## config.mk

```make
export PLATFORM = sky130hd
export DESIGN_NAME = resend_timeout_estimator_unit
export DESIGN_NICKNAME = d
export VERILOG_FILES = /design/src/sv/rtei_pkg.sv /design/src/sv/rtei_div.sv /design/src/sv/resend_timeout_estimator_unit.sv
export SDC_FILE = /design/constraint.sdc
export NUM_CORES = 1
export LEC_CHECK = 0
export BUFFER_PORTS_ARGS = -buffer_cell sky130_fd_sc_hd__clkbuf_2
export CELL_PAD_IN_SITES_DETAIL_PLACEMENT = 1
export CELL_PAD_IN_SITES_GLOBAL_PLACEMENT = 1
export CORE_ASPECT_RATIO = 1.4
export CORE_MARGIN = 4
export CORE_UTILIZATION = 40
export DETAILED_ROUTE_END_ITERATION = 8
export PLACE_DENSITY_LB_ADDON = 0.1
export SLEW_MARGIN = 15
export SYNTH_ARGS = -nofsm -noshare
export SYNTH_HDL_FRONTEND = slang
export SYNTH_SLANG_ARGS = --single-unit
export TNS_END_PERCENT = 5
```

## constraint.sdc

```tcl
create_clock -name clk_i -period 12.8 [get_ports clk_i]
set_input_delay 0 -clock clk_i [delete_from_list [all_inputs] [get_ports clk_i]]
set_output_delay 0 -clock clk_i [all_outputs]
set_load 0.05 [all_outputs]
```

## src/sv/rtei_pkg.sv

```systemverilog
// Shared constants and types for the resend timeout estimator.
package rtei_pkg;

  localparam int unsigned COUNT_BITS = 16;
  localparam int unsigned CNT_W = COUNT_BITS;
  localparam int unsigned Q_W = 16;
  localparam int unsigned NUM_W = 34;
  localparam int unsigned DEN_W = COUNT_BITS + 1;
  localparam int unsigned REM_W = COUNT_BITS + 2;
  localparam int unsigned STEP_W = $clog2(Q_W + 1);
  localparam int unsigned CAND_W = 12;

  localparam logic [15:0] TIMEOUT_RESET = 16'd1000;
  localparam logic [CAND_W-1:0] TIMEOUT_HI = 12'd3000;
  localparam logic [CAND_W-1:0] TIMEOUT_LO = 12'd333;
  localparam logic [15:0] SAMPLE_SAT = 16'hFFFF;
  localparam logic [DEN_W-1:0] MAX_SCALE_DEN = DEN_W'(10);

  localparam logic ACTION_ACK = 1'b0;
  localparam logic ACTION_CLOSE = 1'b1;

  typedef struct packed {
    logic busy;
    logic done;
  } div_status_t;

endpackage

```

## src/sv/rtei_div.sv

```systemverilog
// Radix-2 restoring divider with a saturating 16-bit quotient.
module rtei_div (
  input  logic                        clk_i,
  input  logic                        rst_ni,
  input  logic                        start_i,
  input  logic [rtei_pkg::NUM_W-1:0]  num_i,
  input  logic [rtei_pkg::DEN_W-1:0]  den_i,
  output rtei_pkg::div_status_t       status_o,
  output logic [rtei_pkg::Q_W-1:0]    quot_o
);
  import rtei_pkg::*;

  localparam int unsigned CMP_W = (NUM_W > DEN_W + Q_W) ? NUM_W : DEN_W + Q_W;

  logic              busy_q, busy_d;
  logic              done_q, done_d;
  logic [STEP_W-1:0] step_q, step_d;
  logic [REM_W-1:0]  rem_q, rem_d;
  logic [Q_W-1:0]    low_q, low_d;
  logic [DEN_W-1:0]  den_q, den_d;
  logic [REM_W-1:0]  trial;
  logic              fits;
  logic              sat;

  assign sat   = CMP_W'(num_i) >= (CMP_W'(den_i) << Q_W);
  assign trial = {rem_q[REM_W-2:0], low_q[Q_W-1]};
  assign fits  = trial >= REM_W'(den_q);

  always_comb begin
    busy_d = busy_q;
    done_d = 1'b0;
    step_d = step_q;
    rem_d  = rem_q;
    low_d  = low_q;
    den_d  = den_q;
    if (start_i) begin
      den_d = den_i;
      if (sat) begin
        low_d  = '1;
        done_d = 1'b1;
      end else begin
        rem_d  = REM_W'(num_i >> Q_W);
        low_d  = num_i[Q_W-1:0];
        step_d = STEP_W'(Q_W);
        busy_d = 1'b1;
      end
    end else if (busy_q) begin
      rem_d  = fits ? trial - REM_W'(den_q) : trial;
      low_d  = {low_q[Q_W-2:0], fits};
      step_d = step_q - STEP_W'(1);
      if (step_q == STEP_W'(1)) begin
        busy_d = 1'b0;
        done_d = 1'b1;
      end
    end
  end

  always_ff @(posedge clk_i or negedge rst_ni) begin
    if (!rst_ni) begin
      busy_q <= 1'b0;
      done_q <= 1'b0;
      step_q <= '0;
      rem_q  <= '0;
      low_q  <= '0;
      den_q  <= '0;
    end else begin
      busy_q <= busy_d;
      done_q <= done_d;
      step_q <= step_d;
      rem_q  <= rem_d;
      low_q  <= low_d;
      den_q  <= den_d;
    end
  end

  assign status_o.busy = busy_q;
  assign status_o.done = done_q;
  assign quot_o        = low_q;

endmodule

```

## src/sv/resend_timeout_estimator_unit.sv

```systemverilog
// Top level of the resend timeout estimator.
// Accept to result valid: an acknowledgement that adds to the average passes update,
// divider start and wait; a period end that recomputes the timeout passes close, divider
// wait and apply, the wait ending at once when the scaled maximum saturates the 16-step
// shared divider; any other word passes update or close only. One word is in flight; the
// next is accepted the cycle after the result is loaded; a result waiting in the output
// register holds it. Reset clears the period statistics, loads the timeout with 1000 ms.
module resend_timeout_estimator_unit (
  input  logic        clk_i,
  input  logic        rst_ni,
  input  logic        cfg_we_i,
  input  logic [15:0] cfg_data_i,
  input  logic        in_valid_i,
  output logic        in_ready_o,
  input  logic        action_i,
  input  logic [31:0] now_ms_i,
  input  logic [31:0] send_time_ms_i,
  input  logic [31:0] first_send_time_ms_i,
  input  logic        was_resent_i,
  output logic        out_valid_o,
  input  logic        out_ready_i,
  output logic [15:0] resend_timeout_ms_o,
  output logic [15:0] average_ping_ms_o,
  output logic [15:0] min_ping_ms_o,
  output logic [15:0] max_ping_ms_o,
  output logic [15:0] last_period_average_ms_o,
  output logic        sample_taken_o
);
  import rtei_pkg::*;

  typedef enum logic [2:0] {
    S_IDLE, S_UPDATE, S_AVG_START, S_AVG_WAIT, S_CLOSE, S_CAND_WAIT, S_APPLY, S_DONE
  } state_e;

  state_e            state_q, state_d;
  logic              action_q, action_d;
  logic [15:0]       sample_q, sample_d;
  logic              take_q, take_d;
  logic [31:0]       total_q, total_d;
  logic [CNT_W-1:0]  count_q, count_d;
  logic [15:0]       avg_q, avg_d;
  logic [15:0]       min_q, min_d;
  logic [15:0]       max_q, max_d;
  logic [15:0]       timeout_q, timeout_d;
  logic [15:0]       last_q, last_d;
  logic [CAND_W-1:0] cand_q, cand_d;
  logic              out_valid_q, out_valid_d;
  logic [15:0]       o_timeout_q, o_timeout_d;
  logic [15:0]       o_avg_q, o_avg_d;
  logic [15:0]       o_min_q, o_min_d;
  logic [15:0]       o_max_q, o_max_d;
  logic [15:0]       o_last_q, o_last_d;
  logic              o_taken_q, o_taken_d;

  logic [31:0]       diff;
  logic [15:0]       sample_sat;
  logic [32:0]       total_sum;
  logic              div_start;
  logic [NUM_W-1:0]  div_num;
  logic [DEN_W-1:0]  div_den;
  div_status_t       div_st;
  logic [Q_W-1:0]    div_quot;
  logic [17:0]       avg_x3;
  logic [17:0]       cand_min;
  logic [16:0]       mean_sum;
  logic [15:0]       mean_half;
  logic              close_live;

  assign diff       = now_ms_i - (was_resent_i ? first_send_time_ms_i : send_time_ms_i);
  assign sample_sat = (|diff[31:16]) ? SAMPLE_SAT : diff[15:0];
  assign total_sum  = {1'b0, total_q} + 33'(sample_q);
  assign close_live = (max_q != '0) && (avg_q != '0);

  assign div_start = (state_q == S_AVG_START) ||
                     ((state_q == S_CLOSE) && (count_q != '0) && close_live);
  assign div_num   = (state_q == S_CLOSE) ?
                     (NUM_W'({max_q, 3'b000}) + NUM_W'({max_q, 2'b00}) + NUM_W'(max_q)) :
                     (NUM_W'({total_q, 1'b0}) + NUM_W'(count_q));
  assign div_den   = (state_q == S_CLOSE) ? MAX_SCALE_DEN : DEN_W'({count_q, 1'b0});

  assign avg_x3    = 18'({avg_q, 1'b0}) + 18'(avg_q);
  assign cand_min  = (avg_x3 < 18'(div_quot)) ? avg_x3 : 18'(div_quot);
  assign mean_sum  = 17'(timeout_q) + 17'(cand_q);
  assign mean_half = mean_sum[16:1];

  rtei_div u_div (
    .clk_i    (clk_i),
    .rst_ni   (rst_ni),
    .start_i  (div_start),
    .num_i    (div_num),
    .den_i    (div_den),
    .status_o (div_st),
    .quot_o   (div_quot)
  );

  always_comb begin
    state_d     = state_q;
    action_d    = action_q;
    sample_d    = sample_q;
    take_d      = take_q;
    total_d     = total_q;
    count_d     = count_q;
    avg_d       = avg_q;
    min_d       = min_q;
    max_d       = max_q;
    timeout_d   = timeout_q;
    last_d      = last_q;
    cand_d      = cand_q;
    out_valid_d = out_valid_q && !out_ready_i;
    o_timeout_d = o_timeout_q;
    o_avg_d     = o_avg_q;
    o_min_d     = o_min_q;
    o_max_d     = o_max_q;
    o_last_d    = o_last_q;
    o_taken_d   = o_taken_q;

    case (state_q)
      S_IDLE: begin
        if (in_valid_i) begin
          action_d = action_i;
          sample_d = sample_sat;
          take_d   = (action_i == ACTION_ACK) && (!was_resent_i || (count_q == '0));
          state_d  = (action_i == ACTION_CLOSE) ? S_CLOSE : S_UPDATE;
        end
      end
      S_UPDATE: begin
        state_d = S_DONE;
        if (take_q) begin
          if (sample_q < min_q) begin
            min_d = sample_q;
          end
          if (sample_q > max_q) begin
            max_d = sample_q;
          end
          if (count_q != '1) begin
            total_d = total_sum[32] ? '1 : total_sum[31:0];
            count_d = count_q + CNT_W'(1);
            state_d = S_AVG_START;
          end
        end
      end
      S_AVG_START: begin
        state_d = S_AVG_WAIT;
      end
      S_AVG_WAIT: begin
        if (div_st.done) begin
          avg_d   = div_quot;
          state_d = S_DONE;
        end
      end
      S_CLOSE: begin
        state_d = S_DONE;
        if (count_q != '0) begin
          if (close_live) begin
            state_d = S_CAND_WAIT;
          end else begin
            total_d = '0;
            count_d = '0;
            avg_d   = '0;
            min_d   = SAMPLE_SAT;
            max_d   = '0;
          end
        end
      end
      S_CAND_WAIT: begin
        if (div_st.done) begin
          if (cand_min > 18'(TIMEOUT_HI)) begin
            cand_d = TIMEOUT_HI;
          end else if (cand_min < 18'(TIMEOUT_LO)) begin
            cand_d = TIMEOUT_LO;
          end else begin
            cand_d = cand_min[CAND_W-1:0];
          end
          state_d = S_APPLY;
        end
      end
      S_APPLY: begin
        timeout_d = (16'(cand_q) < mean_half) ? 16'(cand_q) : mean_half;
        last_d    = avg_q;
        total_d   = '0;
        count_d   = '0;
        avg_d     = '0;
        min_d     = SAMPLE_SAT;
        max_d     = '0;
        state_d   = S_DONE;
      end
      S_DONE: begin
        if (!out_valid_q || out_ready_i) begin
          out_valid_d = 1'b1;
          o_timeout_d = timeout_q;
          o_avg_d     = avg_q;
          o_min_d     = min_q;
          o_max_d     = max_q;
          o_last_d    = last_q;
          o_taken_d   = take_q && (action_q == ACTION_ACK);
          state_d     = S_IDLE;
        end
      end
      default: begin
        state_d = S_IDLE;
      end
    endcase

    if (cfg_we_i) begin
      timeout_d = cfg_data_i;
    end
  end

  always_ff @(posedge clk_i or negedge rst_ni) begin
    if (!rst_ni) begin
      state_q     <= S_IDLE;
      action_q    <= ACTION_ACK;
      sample_q    <= '0;
      take_q      <= 1'b0;
      total_q     <= '0;
      count_q     <= '0;
      avg_q       <= '0;
      min_q       <= SAMPLE_SAT;
      max_q       <= '0;
      timeout_q   <= TIMEOUT_RESET;
      last_q      <= '0;
      cand_q      <= '0;
      out_valid_q <= 1'b0;
      o_timeout_q <= '0;
      o_avg_q     <= '0;
      o_min_q     <= '0;
      o_max_q     <= '0;
      o_last_q    <= '0;
      o_taken_q   <= 1'b0;
    end else begin
      state_q     <= state_d;
      action_q    <= action_d;
      sample_q    <= sample_d;
      take_q      <= take_d;
      total_q     <= total_d;
      count_q     <= count_d;
      avg_q       <= avg_d;
      min_q       <= min_d;
      max_q       <= max_d;
      timeout_q   <= timeout_d;
      last_q      <= last_d;
      cand_q      <= cand_d;
      out_valid_q <= out_valid_d;
      o_timeout_q <= o_timeout_d;
      o_avg_q     <= o_avg_d;
      o_min_q     <= o_min_d;
      o_max_q     <= o_max_d;
      o_last_q    <= o_last_d;
      o_taken_q   <= o_taken_d;
    end
  end

  assign in_ready_o               = (state_q == S_IDLE);
  assign out_valid_o              = out_valid_q;
  assign resend_timeout_ms_o      = o_timeout_q;
  assign average_ping_ms_o        = o_avg_q;
  assign min_ping_ms_o            = o_min_q;
  assign max_ping_ms_o            = o_max_q;
  assign last_period_average_ms_o = o_last_q;
  assign sample_taken_o           = o_taken_q;

  a_busy_after_accept: assert property (@(posedge clk_i) disable iff (!rst_ni)
    in_valid_i && in_ready_o |=> !in_ready_o)
    else $error("word accepted while a word is in flight");

  a_div_idle_when_ready: assert property (@(posedge clk_i) disable iff (!rst_ni)
    in_ready_o |-> !div_st.busy && !div_st.done)
    else $error("divider active while idle");

  a_div_done_waited: assert property (@(posedge clk_i) disable iff (!rst_ni)
    div_st.done |-> (state_q == S_AVG_WAIT) || (state_q == S_CAND_WAIT))
    else $error("divider result with no state waiting for it");

  a_min_le_max: assert property (@(posedge clk_i) disable iff (!rst_ni)
    (count_q != '0) |-> (min_q <= max_q))
    else $error("period minimum above maximum");

  a_timeout_clamped: assert property (@(posedge clk_i) disable iff (!rst_ni)
    (state_q == S_APPLY) |-> (cand_q >= TIMEOUT_LO) && (cand_q <= TIMEOUT_HI))
    else $error("candidate timeout outside its range");

endmodule

```

==> impl_results.md, run 1 <==
- Status: complete, no violations
- CTS tree: built
- Tot Pwr: 8.38 mW
- CTS sink cnt: 299
- Post-synth top area share: 0.309
- Largest cells by area after synthesis: dfrtp_1 31%, ha_1 12%, mux2_2 4.9%
- Reg area: 7510 um2
- CP max FO: 16
- Core box area: 55400 um2
- Worst setup EP type: flip-flop
- First-pass GRT wire length: 119000 um
- Leak: 12.1 nW
- Fin. max-slew vios: 0
- Syn avg cell area: 9.10 um2
- Initial antenna violation count: 0
- Crit path time final: 6.34 ns
- Hold Startpoint: now_ms_i[8]
- Synth area leader: dfrtp_1
- Routed WL: 73800 um
- Clk pwr share: 0.139
- Worst skew pair latency: 0.57 ns
- Critical path type: flip-flop to flip-flop
- EDFF count, synth: 0
- Max cap viols: 0
- Slowest stage delay, CP: 0.51 ns
- Sequential share of power: 0.214
- FP Rows: 102
- Total grt overflow: 0
- Die X: 208 um
- DP Area: 24100 um2
- Place WS: 6.47 ns
- Top-level I/O count: 202
- P_int: 4.15 mW
- Most common library cells after synthesis: 277 x dfrtp_1, 233 x nand2_1, 217 x ha_1
- Initial Util: 0.404
- GPL Wtd Cong: 0.907
- Slew margin rel.: 0.337
- Syn Inst Count: 2460
- Hold EP: sample_q[8]$_DFFE_PN0P_
- Logic pwr share: 0.647
- Sequential cell area fraction in the yosys report: 0.335
- Switching power: 4.23 mW
- Count leader, synth: dfrtp_1
- Final WS setup: 6.46 ns
- Ys Warns: 0
- Final TNS setup: 0 ns
- FFs w/ async S/R, synth: 1.00
- Drt first pass iters: 5
- Detailed Place HPWL: 57800 um
- Post-Syn Nets: 2816
- DIE AREA: 59900 um2
- CP cell instances: fa_1 > ha_1 > fa_1 > a211oi_1 > o21ai_0 > a21oi_1 > o31ai_1 > a21o_1 > a211oi_1 > a21oi_1 > ha_1 > nand4_1 > nor4_1 > o21ai_0 > a2111oi_0 > and3_1 > nand4_1 > nor4_4 > o21ai_2 > mux2_1
- Switching share of power: 0.505
- Reg2reg end: u_div.rem_q[10]$_DFFE_PN0P_
- DRT iter0 DRCs: 980
- Worst endpoint required time: 13.24 ns
- Aggregate global-route resource usage: 0.243
- Die Ht: 288 um
- WHS Path Cells: 4
- Slew @ Worst Pin: 0.995 ns
- Ant. Diodes: 0
- Final Hold Viols: 0
- Clock root cell: clkbuf_16
- Setup Viol. Count Final: 0
- Area taken by multi-input logic gates: 14000 um2
- Vias in the first global route: 21208
- Synth Flop Type: dfrtp_1
- Fmax: 0.158 GHz
- Drt drc: 0
- Fin area: 25800 um2
- Crit path arrival time: 6.78 ns
- Crit-path slowest cell: fa_1
- CTS buffer count: 37
- NumNets Final: 3011
- Post-Syn Area: 22400 um2
- Total of fill cells in the finished design: 6445
- Reg-to-reg critical path startpoint: max_q[0]$_DFFE_PN0P_
- R2r worst-path depth: 20
- RSZ-0062 raised after global routing: no
- Startpoint types: flip-flop
- Peak VDD IR: 0.137 mV
- Port Buffers: 201
- Routed WL per cell: 21.6 um
- Total number of vias: 19702
- Share of layout cells above drive strength 1: 0.159
- #FFs+latches synth: 299
- Vias/cell: 5.77
- Reg2Reg Setup Slack: 6.46 ns
- Clock buffer depth: 3
- Library cells used by synthesis: 83
- Min-Delay Path Class: input pin to flip-flop
- Crit share post-route: 0.495
- Pwr/cell area: 324 nW/um2
- Skew final: 0.0228 ns
- Final core occ: 0.466
- Area growth syn-to-layout: 15.3%
- Clock transition at path regs: 0.06 ns
- Cts repair resizes: 0
- Largest net degree at the start of global routing: 154
- H-tree levels: 2
- Antenna viol nets, final: 0
[layer usage]
layer	vias up	wire length (um)	global-route usage
met2	389	39400	0.469
met1	9854	28800	0.271
met3	137	2370	0.0289
met5	-	0	0
met4	0	3170	0.0941
li1	9322	-	-
[sequential cells by signal (all words and copies together), names as in the netlist, 5 cells and up]
signal                    flops
u_div.quot_o                 16
u_div.rem_q                  17
avg_q                        16
min_ping_ms_o                16
total_q                      32
last_q                       16
sample_q                     16
timeout_q                    16
average_ping_ms_o            16
u_div.step_q                  5
resend_timeout_ms_o          16
cand_q                       12
max_ping_ms_o                16
last_period_average_ms_o     16
count_q                      16
u_div.den_q                  16
max_q                        16
min_q                        16
[stage by stage]
step                hold slack [ns]  cells
detailed placement           0.0122   3310
finish                       0.0254   3412
floorplan                    -0.296   2460
CTS                        0.000786   3412
global route                 0.0594   3412
global placement            0.00454   3310
[placed cells by master (no fill, tap or decap), types with 24 or more instances in the layout]
cell type	count
dfrtp_1	277
nand2_1	233
ha_1	217
clkbuf_2	200
nor2_1	186
o21ai_0	156
a21oi_1	142
inv_1	133
mux2i_1	104
mux2_2	97
a21o_1	62
nand3_1	58
xor2_1	55
xnor2_1	50
nor3_1	45
nand4_1	44
o21a_1	37
clkbuf_16	37
dlygate4sd3_1	34
and3_1	27
a211oi_1	27
a31oi_1	27
nor2b_1	25
o211ai_1	24
[power by group through the flow]
stage,registers [mW],logic [mW],clock network (mW)
global placement,1.79,5.25,0
CTS,1.80,5.44,1.20
detailed placement,1.81,5.40,0
global route,1.85,5.99,1.24
finish,1.79,5.42,1.17
floorplan,1.98,3.63,0
[worst max path at each step]
stage	from	depth (start not counted)	slack (ns)	to
floorplan	max_q[8]$_DFFE_PN0P_	23	7.69	u_div.rem_q[10]$_DFFE_PN0P_
global placement	max_q[0]$_DFFE_PN0P_	20	6.56	u_div.rem_q[9]$_DFFE_PN0P_
detailed placement	max_q[0]$_DFFE_PN0P_	20	6.47	u_div.rem_q[8]$_DFFE_PN0P_
CTS	max_q[0]$_DFFE_PN0P_	20	6.42	u_div.rem_q[8]$_DFFE_PN0P_
global route	max_q[0]$_DFFE_PN0P_	20	6.04	u_div.rem_q[8]$_DFFE_PN0P_
finish	max_q[0]$_DFFE_PN0P_	20	6.46	u_div.rem_q[10]$_DFFE_PN0P_
[kinds of logic after synthesis]
| group | share of synthesized area |
|---|---|
| buffers and inverters | 0.0396 |
| AO/OA/AOI/OAI | 0.191 |
| XOR/XNOR | 0.0411 |
| AND/OR/NAND/NOR | 0.153 |
| adder cells (fa/ha/maj) | 0.139 |
| flip-flops | 0.335 |
| multiplexers | 0.101 |
[critical path, delay by kind of cell, from the launching register on]
family	cells	cell delay [ns]
flops	1	0.48
mux	1	0.42
fa+ha+maj	4	1.52
simple gates	5	1.17
compound gates	10	2.60
[layout make-up]
type,count,area share
multi-input combinational,1929,0.544
sequential,299,0.291
timing repair buffer,255,0.0588
clock buffer,50,0.0405
tap,728,0.0353
inverter,133,0.0193
clock inverter,18,0.0117
[what timing repair did]
action                                  4_1_cts  5_1_grt
hold buffers                                 34        0
setup buffers                                 0        0
hold endpoints to repair                    106        0
endpoints found under the setup margin        0        0
Note: power is estimated with default switching activity, not from simulation.
==> run 2: changes to the inputs <==
==> constraint.sdc (replaced) <==
create_clock -name clk_i -period 5.3 [get_ports clk_i]
set_input_delay 0 -clock clk_i [delete_from_list [all_inputs] [get_ports clk_i]]
set_output_delay 0 -clock clk_i [all_outputs]
set_load 0.05 [all_outputs]
==> run 2 against run 1 <==
The flow now finishes with violations (setup timing). Fmax is 19% higher. Cell count increased by 3.0%. Worst hold slack improved by 0.0034 ns. Combinational power grew to 2.7 times the previous value. Largest power group unchanged. Critical path type unchanged. Clock skew grew 0.0045 ns.
==> impl_results.md, run 2 (synthesis results as in run 1) <==
- Status: complete, but fails checks (was complete, no violations)
- Failing checks: setup timing
- Initial antenna violation count: 1 (was 0)
- DP Area: 24900 um2 (was 24100 um2)
- Largest net degree at the start of global routing: 142 (was 154)
- First-pass GRT wire length: 120000 um (was 119000 um)
- Clock transition at path regs: 0.06 ns (about the same)
- Area growth syn-to-layout: 19.9% (was 15.3%)
- Crit path time final: 5.34 ns (was 6.34 ns)
- Leak: 12.7 nW (was 12.1 nW)
- Worst setup EP type: flip-flop (unchanged)
- Hold slack final: 0.0288 ns (was 0.0254 ns)
- Max cap viols: 0 (unchanged)
- RSZ-0062 raised after global routing: yes (was no)
- Most flops, register: total_q (unchanged)
- Share of layout cells above drive strength 1: 0.208 (was 0.159)
- Final WS setup: -0.0355 ns (was 6.46 ns)
- Skew final: 0.0274 ns (was 0.0228 ns)
- Routed WL: 74700 um (was 73800 um)
- Most frequent cells in the layout: 272 x dfrtp_1, 233 x nand2_1, 211 x ha_1 (was 277 x dfrtp_1, 233 x nand2_1, 217 x ha_1)
- Crit path arrival time: 5.75 ns (was 6.78 ns)
- Slew @ Worst Pin: 0.956 ns (was 0.995 ns)
- Crit share post-route: 1.01 (was 0.495)
- Drt drc: 0 (unchanged)
- Worst endpoint required time: 5.72 ns (was 13.24 ns)
- Vias in the first global route: 21946 (was 21208)
- Total grt overflow: 0 (unchanged)
- CTS buffer count: 36 (was 37)
- Port Buffers: 201 (unchanged)
- Largest register FFs: 32 (unchanged)
- Final TNS setup: -0.233 ns (was 0 ns)
- Peak VDD IR: 0.409 mV (was 0.137 mV)
- Fmax: 0.187 GHz (was 0.158 GHz)
- Top flop regs: total_q: 32 flops, u_div.rem_q: 17 flops (unchanged)
- Antenna viol nets, final: 0 (unchanged)
- Clock buffer depth: 3 (unchanged)
- Startpoint types: flip-flop (unchanged)
- DRT iter0 DRCs: 872 (was 980)
- Drt first pass iters: 7 (was 5)
- DIE AREA: 59900 um2 (unchanged)
- Core box area: 55400 um2 (unchanged)
- Tot Pwr: 21.5 mW (was 8.38 mW)
- Aggregate global-route resource usage: 0.244 (was 0.243)
- Routed WL per cell: 21.2 um (was 21.6 um)
- Die X: 208 um (unchanged)
- Fin. max-slew vios: 0 (unchanged)
- GPL Wtd Cong: 0.888 (was 0.907)
- CTS tree: built (unchanged)
- Critical path type: flip-flop to flip-flop (unchanged)
- Min-Delay Path Class: input pin to flip-flop (unchanged)
- Setup Viol. Count Final: 13 (was 0)
- Most common cell after layout, fill and taps aside: dfrtp_1 (unchanged)
- Vias/cell: 5.69 (was 5.77)
- Total of fill cells in the finished design: 6423 (was 6445)
- CP max FO: 15 (was 16)
- Final core occ: 0.485 (was 0.466)
- FP Rows: 102 (unchanged)
- Total number of vias: 19980 (was 19702)
- Slew margin rel.: 0.363 (was 0.337)
- Pwr/cell area: 799 nW/um2 (was 324 nW/um2)
- Die Ht: 288 um (unchanged)
- Detailed Place HPWL: 58200 um (was 57800 um)
- Final Hold Viols: 0 (unchanged)
- Top-level I/O count: 202 (unchanged)
- NumNets Final: 3115 (was 3011)
- Initial Util: 0.404 (unchanged)
- Fin area: 26900 um2 (was 25800 um2)
- Worst skew pair latency: 0.56 ns (was 0.57 ns)
- Clock root cell: clkbuf_16 (unchanged)
- H-tree levels: 2 (unchanged)
- CTS sink cnt: 299 (unchanged)
## run 2: changes by cell type in the layout (fill, tap and decap cells not counted), sizes merged
| cell | delta |
|---|---|
| buf | +108 |
| clkinv | +2 |
| clkinvlp | -1 |
| clkbuf | -3 |
| diode | +1 |
| inv | -3 |
| bufinv | +1 |
| dlygate4sd3 | -3 |
## run 2: final timing paths
path | start | endpoint | slack (ns) | depth (start not counted)
setup / recovery | max_q[0]$_DFFE_PN0P_ | u_div.rem_q[8]$_DFFE_PN0P_ | -0.04 | 21
hold / removal | now_ms_i[6] | sample_q[6]$_DFFE_PN0P_ | 0.03 | 4
setup reg to reg | max_q[0]$_DFFE_PN0P_ | u_div.rem_q[8]$_DFFE_PN0P_ | -0.04 | 21
hold reg to reg | last_q[8]$_DFFE_PN0P_ | last_q[8]$_DFFE_PN0P_ | 0.47 | 2
max in group asynchronous | rst_ni | count_q[2]$_DFFE_PN0P_ | 3.85 | 3
min in group asynchronous | rst_ni | last_period_average_ms_o[9]$_DFFE_PN0P_ | 0.05 | 2
## run 2: area by class of cell
class	instances	area (um2)	area share
Clock buffer	47	1000	0.0373
Sequential cell	299	7520	0.280
Multi-Input combinational cell	1929	14300	0.531
Timing Repair Buffer	360	2350	0.0874
Inverter	133	499	0.0186
Clock inverter	17	309	0.0115
Antenna cell	1	2.50	0.0000932
Tap cell	728	911	0.0339
## run 2: what timing repair did
action,4_1_cts,5_1_grt
gates cloned,0,0
hold endpoints to repair,133,0
resized for setup,22,39
setup endpoints to repair,41,51
setup buffers,4,12
pin swaps,6,38
hold buffers,31,0
## run 2: through the flow
step,setup slack (ns),instances
2_1_floorplan,0.188,2460
3_3_place_gp,-0.309,3402
3_5_place_dp,-0.408,3402
4_1_cts,-0.0143,3501
5_1_grt,-0.416,3513
6_report,-0.0355,3514
## run 2: where the power goes
part	total, mW	leakage [nW]	internal [mW]	switching, mW
logic	14.4	8.44	5.92	8.51
clock network	2.77	0.638	1.73	1.04
registers	4.25	3.59	3.24	1.02
## run 2: per-layer routing
layer	wire, um	track usage	vias up
met3	1930	0.0271	153
met4	3240	0.0994	0
li1	-	-	9525
met2	40300	0.475	345
met5	0	0	-
met1	29200	0.268	9957
## run 2: worst max-delay path, cell delays in order (launching register included)
cell,delay (ns)
dfrtp_1,0.40
fa_1,0.49
ha_2,0.21
fa_2,0.42
a211oi_4,0.29
o21ai_2,0.11
a21oi_2,0.23
o31ai_2,0.09
a21o_1,0.18
a211oi_2,0.28
a21oi_1,0.09
ha_1,0.32
nand4_1,0.11
nor4_2,0.26
o21ai_1,0.12
a2111oi_1,0.30
and3_1,0.20
nand4_1,0.19
nor4_4,0.28
o21ai_2,0.11
buf_12,0.17
mux2_1,0.32
==> run 3: changes to the inputs <==
--- a/config.mk
+++ b/config.mk
@@ -9,7 +9,7 @@
 export CELL_PAD_IN_SITES_DETAIL_PLACEMENT = 1
 export CELL_PAD_IN_SITES_GLOBAL_PLACEMENT = 1
 export CORE_ASPECT_RATIO = 1.4
-export CORE_MARGIN = 4
+export CORE_MARGIN = 2
 export CORE_UTILIZATION = 40
 export DETAILED_ROUTE_END_ITERATION = 8
 export PLACE_DENSITY_LB_ADDON = 0.1
==> run 3 against run 2 <==
The run now ends clean. Non-clock buffer count decreased by 10. Die area decreased by 3.3%. Flip-flop and latch count unchanged. Worst hold slack got worse by 0.010 ns. Critical endpoint is now u_div.rem_q[11]$_DFFE_PN0P_. Largest power group unchanged. Highest routed layer unchanged.
==> impl_results.md, run 3 (synthesis results as in run 1) <==
- Status: complete, no violations (was complete, but fails checks)
- Crit path arrival time: 5.48 ns (was 5.75 ns)
- Min-Delay Path Class: input pin to flip-flop (unchanged)
- CP max FO: 7 (was 15)
- Max cap viols: 0 (unchanged)
- Switching share of power: 0.497 (was 0.493)
- P_int: 10.6 mW (was 10.9 mW)
- Drt first pass iters: 4 (was 7)
- GPL Wtd Cong: 0.912 (was 0.888)
- H-tree levels: 2 (unchanged)
- Sequential share of power: 0.203 (was 0.198)
- Worst skew pair latency: 0.57 ns (was 0.56 ns)
- Bufs and invs on worst path: 3 (was 1)
- Non-Filler Instances: 3503 (was 3514)
- Share of layout cells above drive strength 1: 0.204 (was 0.208)
- Vias in the first global route: 21893 (was 21946)
- Fin. max-slew vios: 0 (unchanged)
- Final Hold Viols: 0 (unchanged)
- Most common cell after layout, fill and taps aside: dfrtp_1 (unchanged)
- CTS buffer count: 36 (unchanged)
- Reg2reg end: u_div.rem_q[11]$_DFFE_PN0P_ (was u_div.rem_q[8]$_DFFE_PN0P_)
- Port Buffers: 201 (unchanged)
- Clock root cell: clkbuf_16 (unchanged)
- Fmax: 0.199 GHz (was 0.187 GHz)
- First-pass GRT wire length: 119000 um (was 120000 um)
- Slew margin rel.: 0.358 (was 0.363)
- Slowest stage delay, CP: 0.47 ns (was 0.49 ns)
- DIE AREA: 57900 um2 (was 59900 um2)
- Pwr/cell area: 788 nW/um2 (was 799 nW/um2)
- Leak: 12.6 nW (was 12.7 nW)
- WHS Path Cells: 4 (unchanged)
- Clk pwr share: 0.118 (was 0.129)
- Antenna viol nets, final: 0 (unchanged)
- Most frequent cells in the layout: 269 x dfrtp_1, 233 x nand2_1, 210 x ha_1 (was 272 x dfrtp_1, 233 x nand2_1, 211 x ha_1)
- Drt drc: 0 (unchanged)
- Clock buffer depth: 3 (unchanged)
- R2r worst-path depth: 24 (was 21)
- Crit path time final: 5.04 ns (was 5.34 ns)
- Most flops, register: total_q (unchanged)
- Die Ht: 284 um (was 288 um)
- FP Rows: 102 (unchanged)
- Total number of vias: 19891 (was 19980)
- Worst setup EP type: flip-flop (unchanged)
- Setup Viol. Count Final: 0 (was 13)
- Slew @ Worst Pin: 0.964 ns (was 0.956 ns)
- Crit share post-route: 0.950 (was 1.01)
- Clock transition at path regs: 0.06 ns (about the same)
- Startpoint types: flip-flop (unchanged)
- CTS tree: built (unchanged)
- NumNets Final: 3105 (was 3115)
- Worst endpoint required time: 5.75 ns (was 5.72 ns)
- Largest register FFs: 32 (unchanged)
- Placed insts: 3387 (was 3402)
- Final TNS setup: 0 ns (was -0.233 ns)
- Place WS: -0.152 ns (was -0.408 ns)
- Skew final: 0.0332 ns (was 0.0274 ns)
- Top flop regs: total_q: 32 flops, u_div.rem_q: 17 flops (unchanged)
- Hold EP: sample_q[12]$_DFFE_PN0P_ (was sample_q[6]$_DFFE_PN0P_)
- Total grt overflow: 0 (unchanged)
- RSZ-0062 raised after global routing: yes (unchanged)
- Initial antenna violation count: 0 (was 1)
- Die X: 204 um (was 208 um)
- Final WS setup: 0.262 ns (was -0.0355 ns)
- Peak VDD IR: 0.344 mV (was 0.409 mV)
- Reg2Reg Setup Slack: 0.26 ns (was -0.04 ns)
- Area growth syn-to-layout: 18.9% (was 19.9%)
- Hold Startpoint: now_ms_i[12] (was now_ms_i[6])
- Routed WL: 74600 um (was 74700 um)
- CP cell instances: fa_1 > ha_2 > buf_4 > buf_4 > a211o_1 > a211o_1 > a31oi_4 > a31o_2 > o21ai_0 > xor2_1 > nand2_1 > o21ai_2 > ha_1 > nor2b_1 > o21a_1 > o21ai_1 > a211oi_1 > o211ai_1 > a21oi_1 > a311oi_2 > nand2_1 > o21ai_4 > clkbuf_16 > mux2_4 (was fa_1 > ha_2 > fa_2 > a211oi_4 > o21ai_2 > a21oi_2 > o31ai_2 > a21o_1 > a211oi_2 > a21oi_1 > ha_1 > nand4_1 > nor4_2 > o21ai_1 > a2111oi_1 > and3_1 > nand4_1 > nor4_4 > o21ai_2 > buf_12 > mux2_1)
- Vias/cell: 5.68 (was 5.69)
- Largest net degree at the start of global routing: 116 (was 142)
- CTS sink cnt: 299 (unchanged)
- Critical path type: flip-flop to flip-flop (unchanged)
- Detailed Place HPWL: 58400 um (was 58200 um)
- Ant. Diodes: 0 (was 1)
- Switching power: 10.4 mW (was 10.6 mW)
- DRT iter0 DRCs: 701 (was 872)
- Reg-to-reg critical path startpoint: max_q[1]$_DFFE_PN0P_ (was max_q[0]$_DFFE_PN0P_)
- Logic pwr share: 0.679 (was 0.673)
- Top-level I/O count: 202 (unchanged)
- Crit-path slowest cell: fa_1 (unchanged)
- CP delay by family, top: compound AO/OA/AOI/OAI gates (unchanged)
- Routed WL per cell: 21.3 um (was 21.2 um)
- Core box area: 55400 um2 (unchanged)
- Initial Util: 0.404 (unchanged)
- Aggregate global-route resource usage: 0.257 (was 0.244)
==> run 3: per-layer routing <==
| layer | vias to the layer above | share of wire | GRT usage |
|---|---|---|---|
| met1 | 9920 | 0.39 | 0.280 |
| met2 | 338 | 0.55 | 0.505 |
| met4 | 0 | 0.036 | 0.0915 |
| met5 | - | 0 | 0 |
| li1 | 9512 | - | - |
| met3 | 121 | 0.025 | 0.0245 |
==> run 3: what timing repair did <==
item                                    in CTS  in global routing
endpoints found under the setup margin      35                 48
endpoints found under the hold margin      132                  0
gates resized for setup                     22                 37
cloned                                       0                  1
pin swaps                                   15                 28
hold buffers                                29                  0
setup buffers                                6                 16
==> run 3: power by group through the flow <==
| stage | Sequential [mW] | Combinational, mW | Clock [mW] |
|---|---|---|---|
| after floorplan | 4.77 | 8.77 | 0 |
| after CTS | 4.28 | 14.0 | 2.56 |
| after global placement | 4.27 | 13.2 | 0 |
| after detailed placement | 4.31 | 13.6 | 0 |
| final | 4.26 | 14.3 | 2.48 |
| after global routing | 4.40 | 15.7 | 2.64 |
==> run 3: area by class of cell <==
class                           instances  area [um2]
Multi-Input combinational cell       1929       14300
Fill cell                            6460       28800
Clock buffer                           54        1040
Sequential cell                       299        7520
Timing Repair Buffer                  350        2280
Tap cell                              728         911
Inverter                              133         499
Clock inverter                         10         125
==> run 3: worst register-to-register path, stage by stage, from the launching register on <==
cell,delay [ns]
dfrtp_1,0.43
fa_1,0.47
ha_2,0.20
buf_4,0.13
buf_4,0.12
a211o_1,0.27
a211o_1,0.30
a31oi_4,0.18
a31o_2,0.19
o21ai_0,0.10
xor2_1,0.15
nand2_1,0.11
o21ai_2,0.08
ha_1,0.33
nor2b_1,0.14
o21a_1,0.17
o21ai_1,0.12
a211oi_1,0.09
o211ai_1,0.18
a21oi_1,0.10
a311oi_2,0.21
nand2_1,0.14
o21ai_4,0.23
clkbuf_16,0.21
mux2_4,0.30
==> run 3: how the worst max path moves through the flow <==
| stage | cells after the start | start | slack [ns] | to |
|---|---|---|---|---|
| floorplan | 23 | max_q[8]$_DFFE_PN0P_ | 0.19 | u_div.rem_q[10]$_DFFE_PN0P_ |
| global placement | 22 | max_q[1]$_DFFE_PN0P_ | -0.06 | u_div.rem_q[9]$_DFFE_PN0P_ |
| detailed placement | 21 | max_q[1]$_DFFE_PN0P_ | -0.15 | u_div.rem_q[14]$_DFFE_PN0P_ |
| CTS | 22 | max_q[2]$_DFFE_PN0P_ | 0.02 | u_div.rem_q[2]$_DFFE_PN0P_ |
| global route | 22 | max_q[1]$_DFFE_PN0P_ | -0.06 | u_div.rem_q[4]$_DFFE_PN0P_ |
| finish | 24 | max_q[1]$_DFFE_PN0P_ | 0.26 | u_div.rem_q[11]$_DFFE_PN0P_ |
==> run 3: stage by stage <==
| step | utilization | hold slack, ns | area (um2) | power [mW] |
|---|---|---|---|---|
| 2_1_floorplan | - | -0.296 | 22400 | 13.5 |
| 3_3_place_gp | 0.447 | 0.116 | 24800 | 17.5 |
| 3_5_place_dp | 0.447 | 0.126 | 24800 | 17.9 |
| 4_1_cts | 0.475 | 0.00175 | 26300 | 20.8 |
| 5_1_grt | 0.481 | 0.0228 | 26600 | 22.8 |
| 6_report | 0.481 | 0.0186 | 26600 | 21.0 |
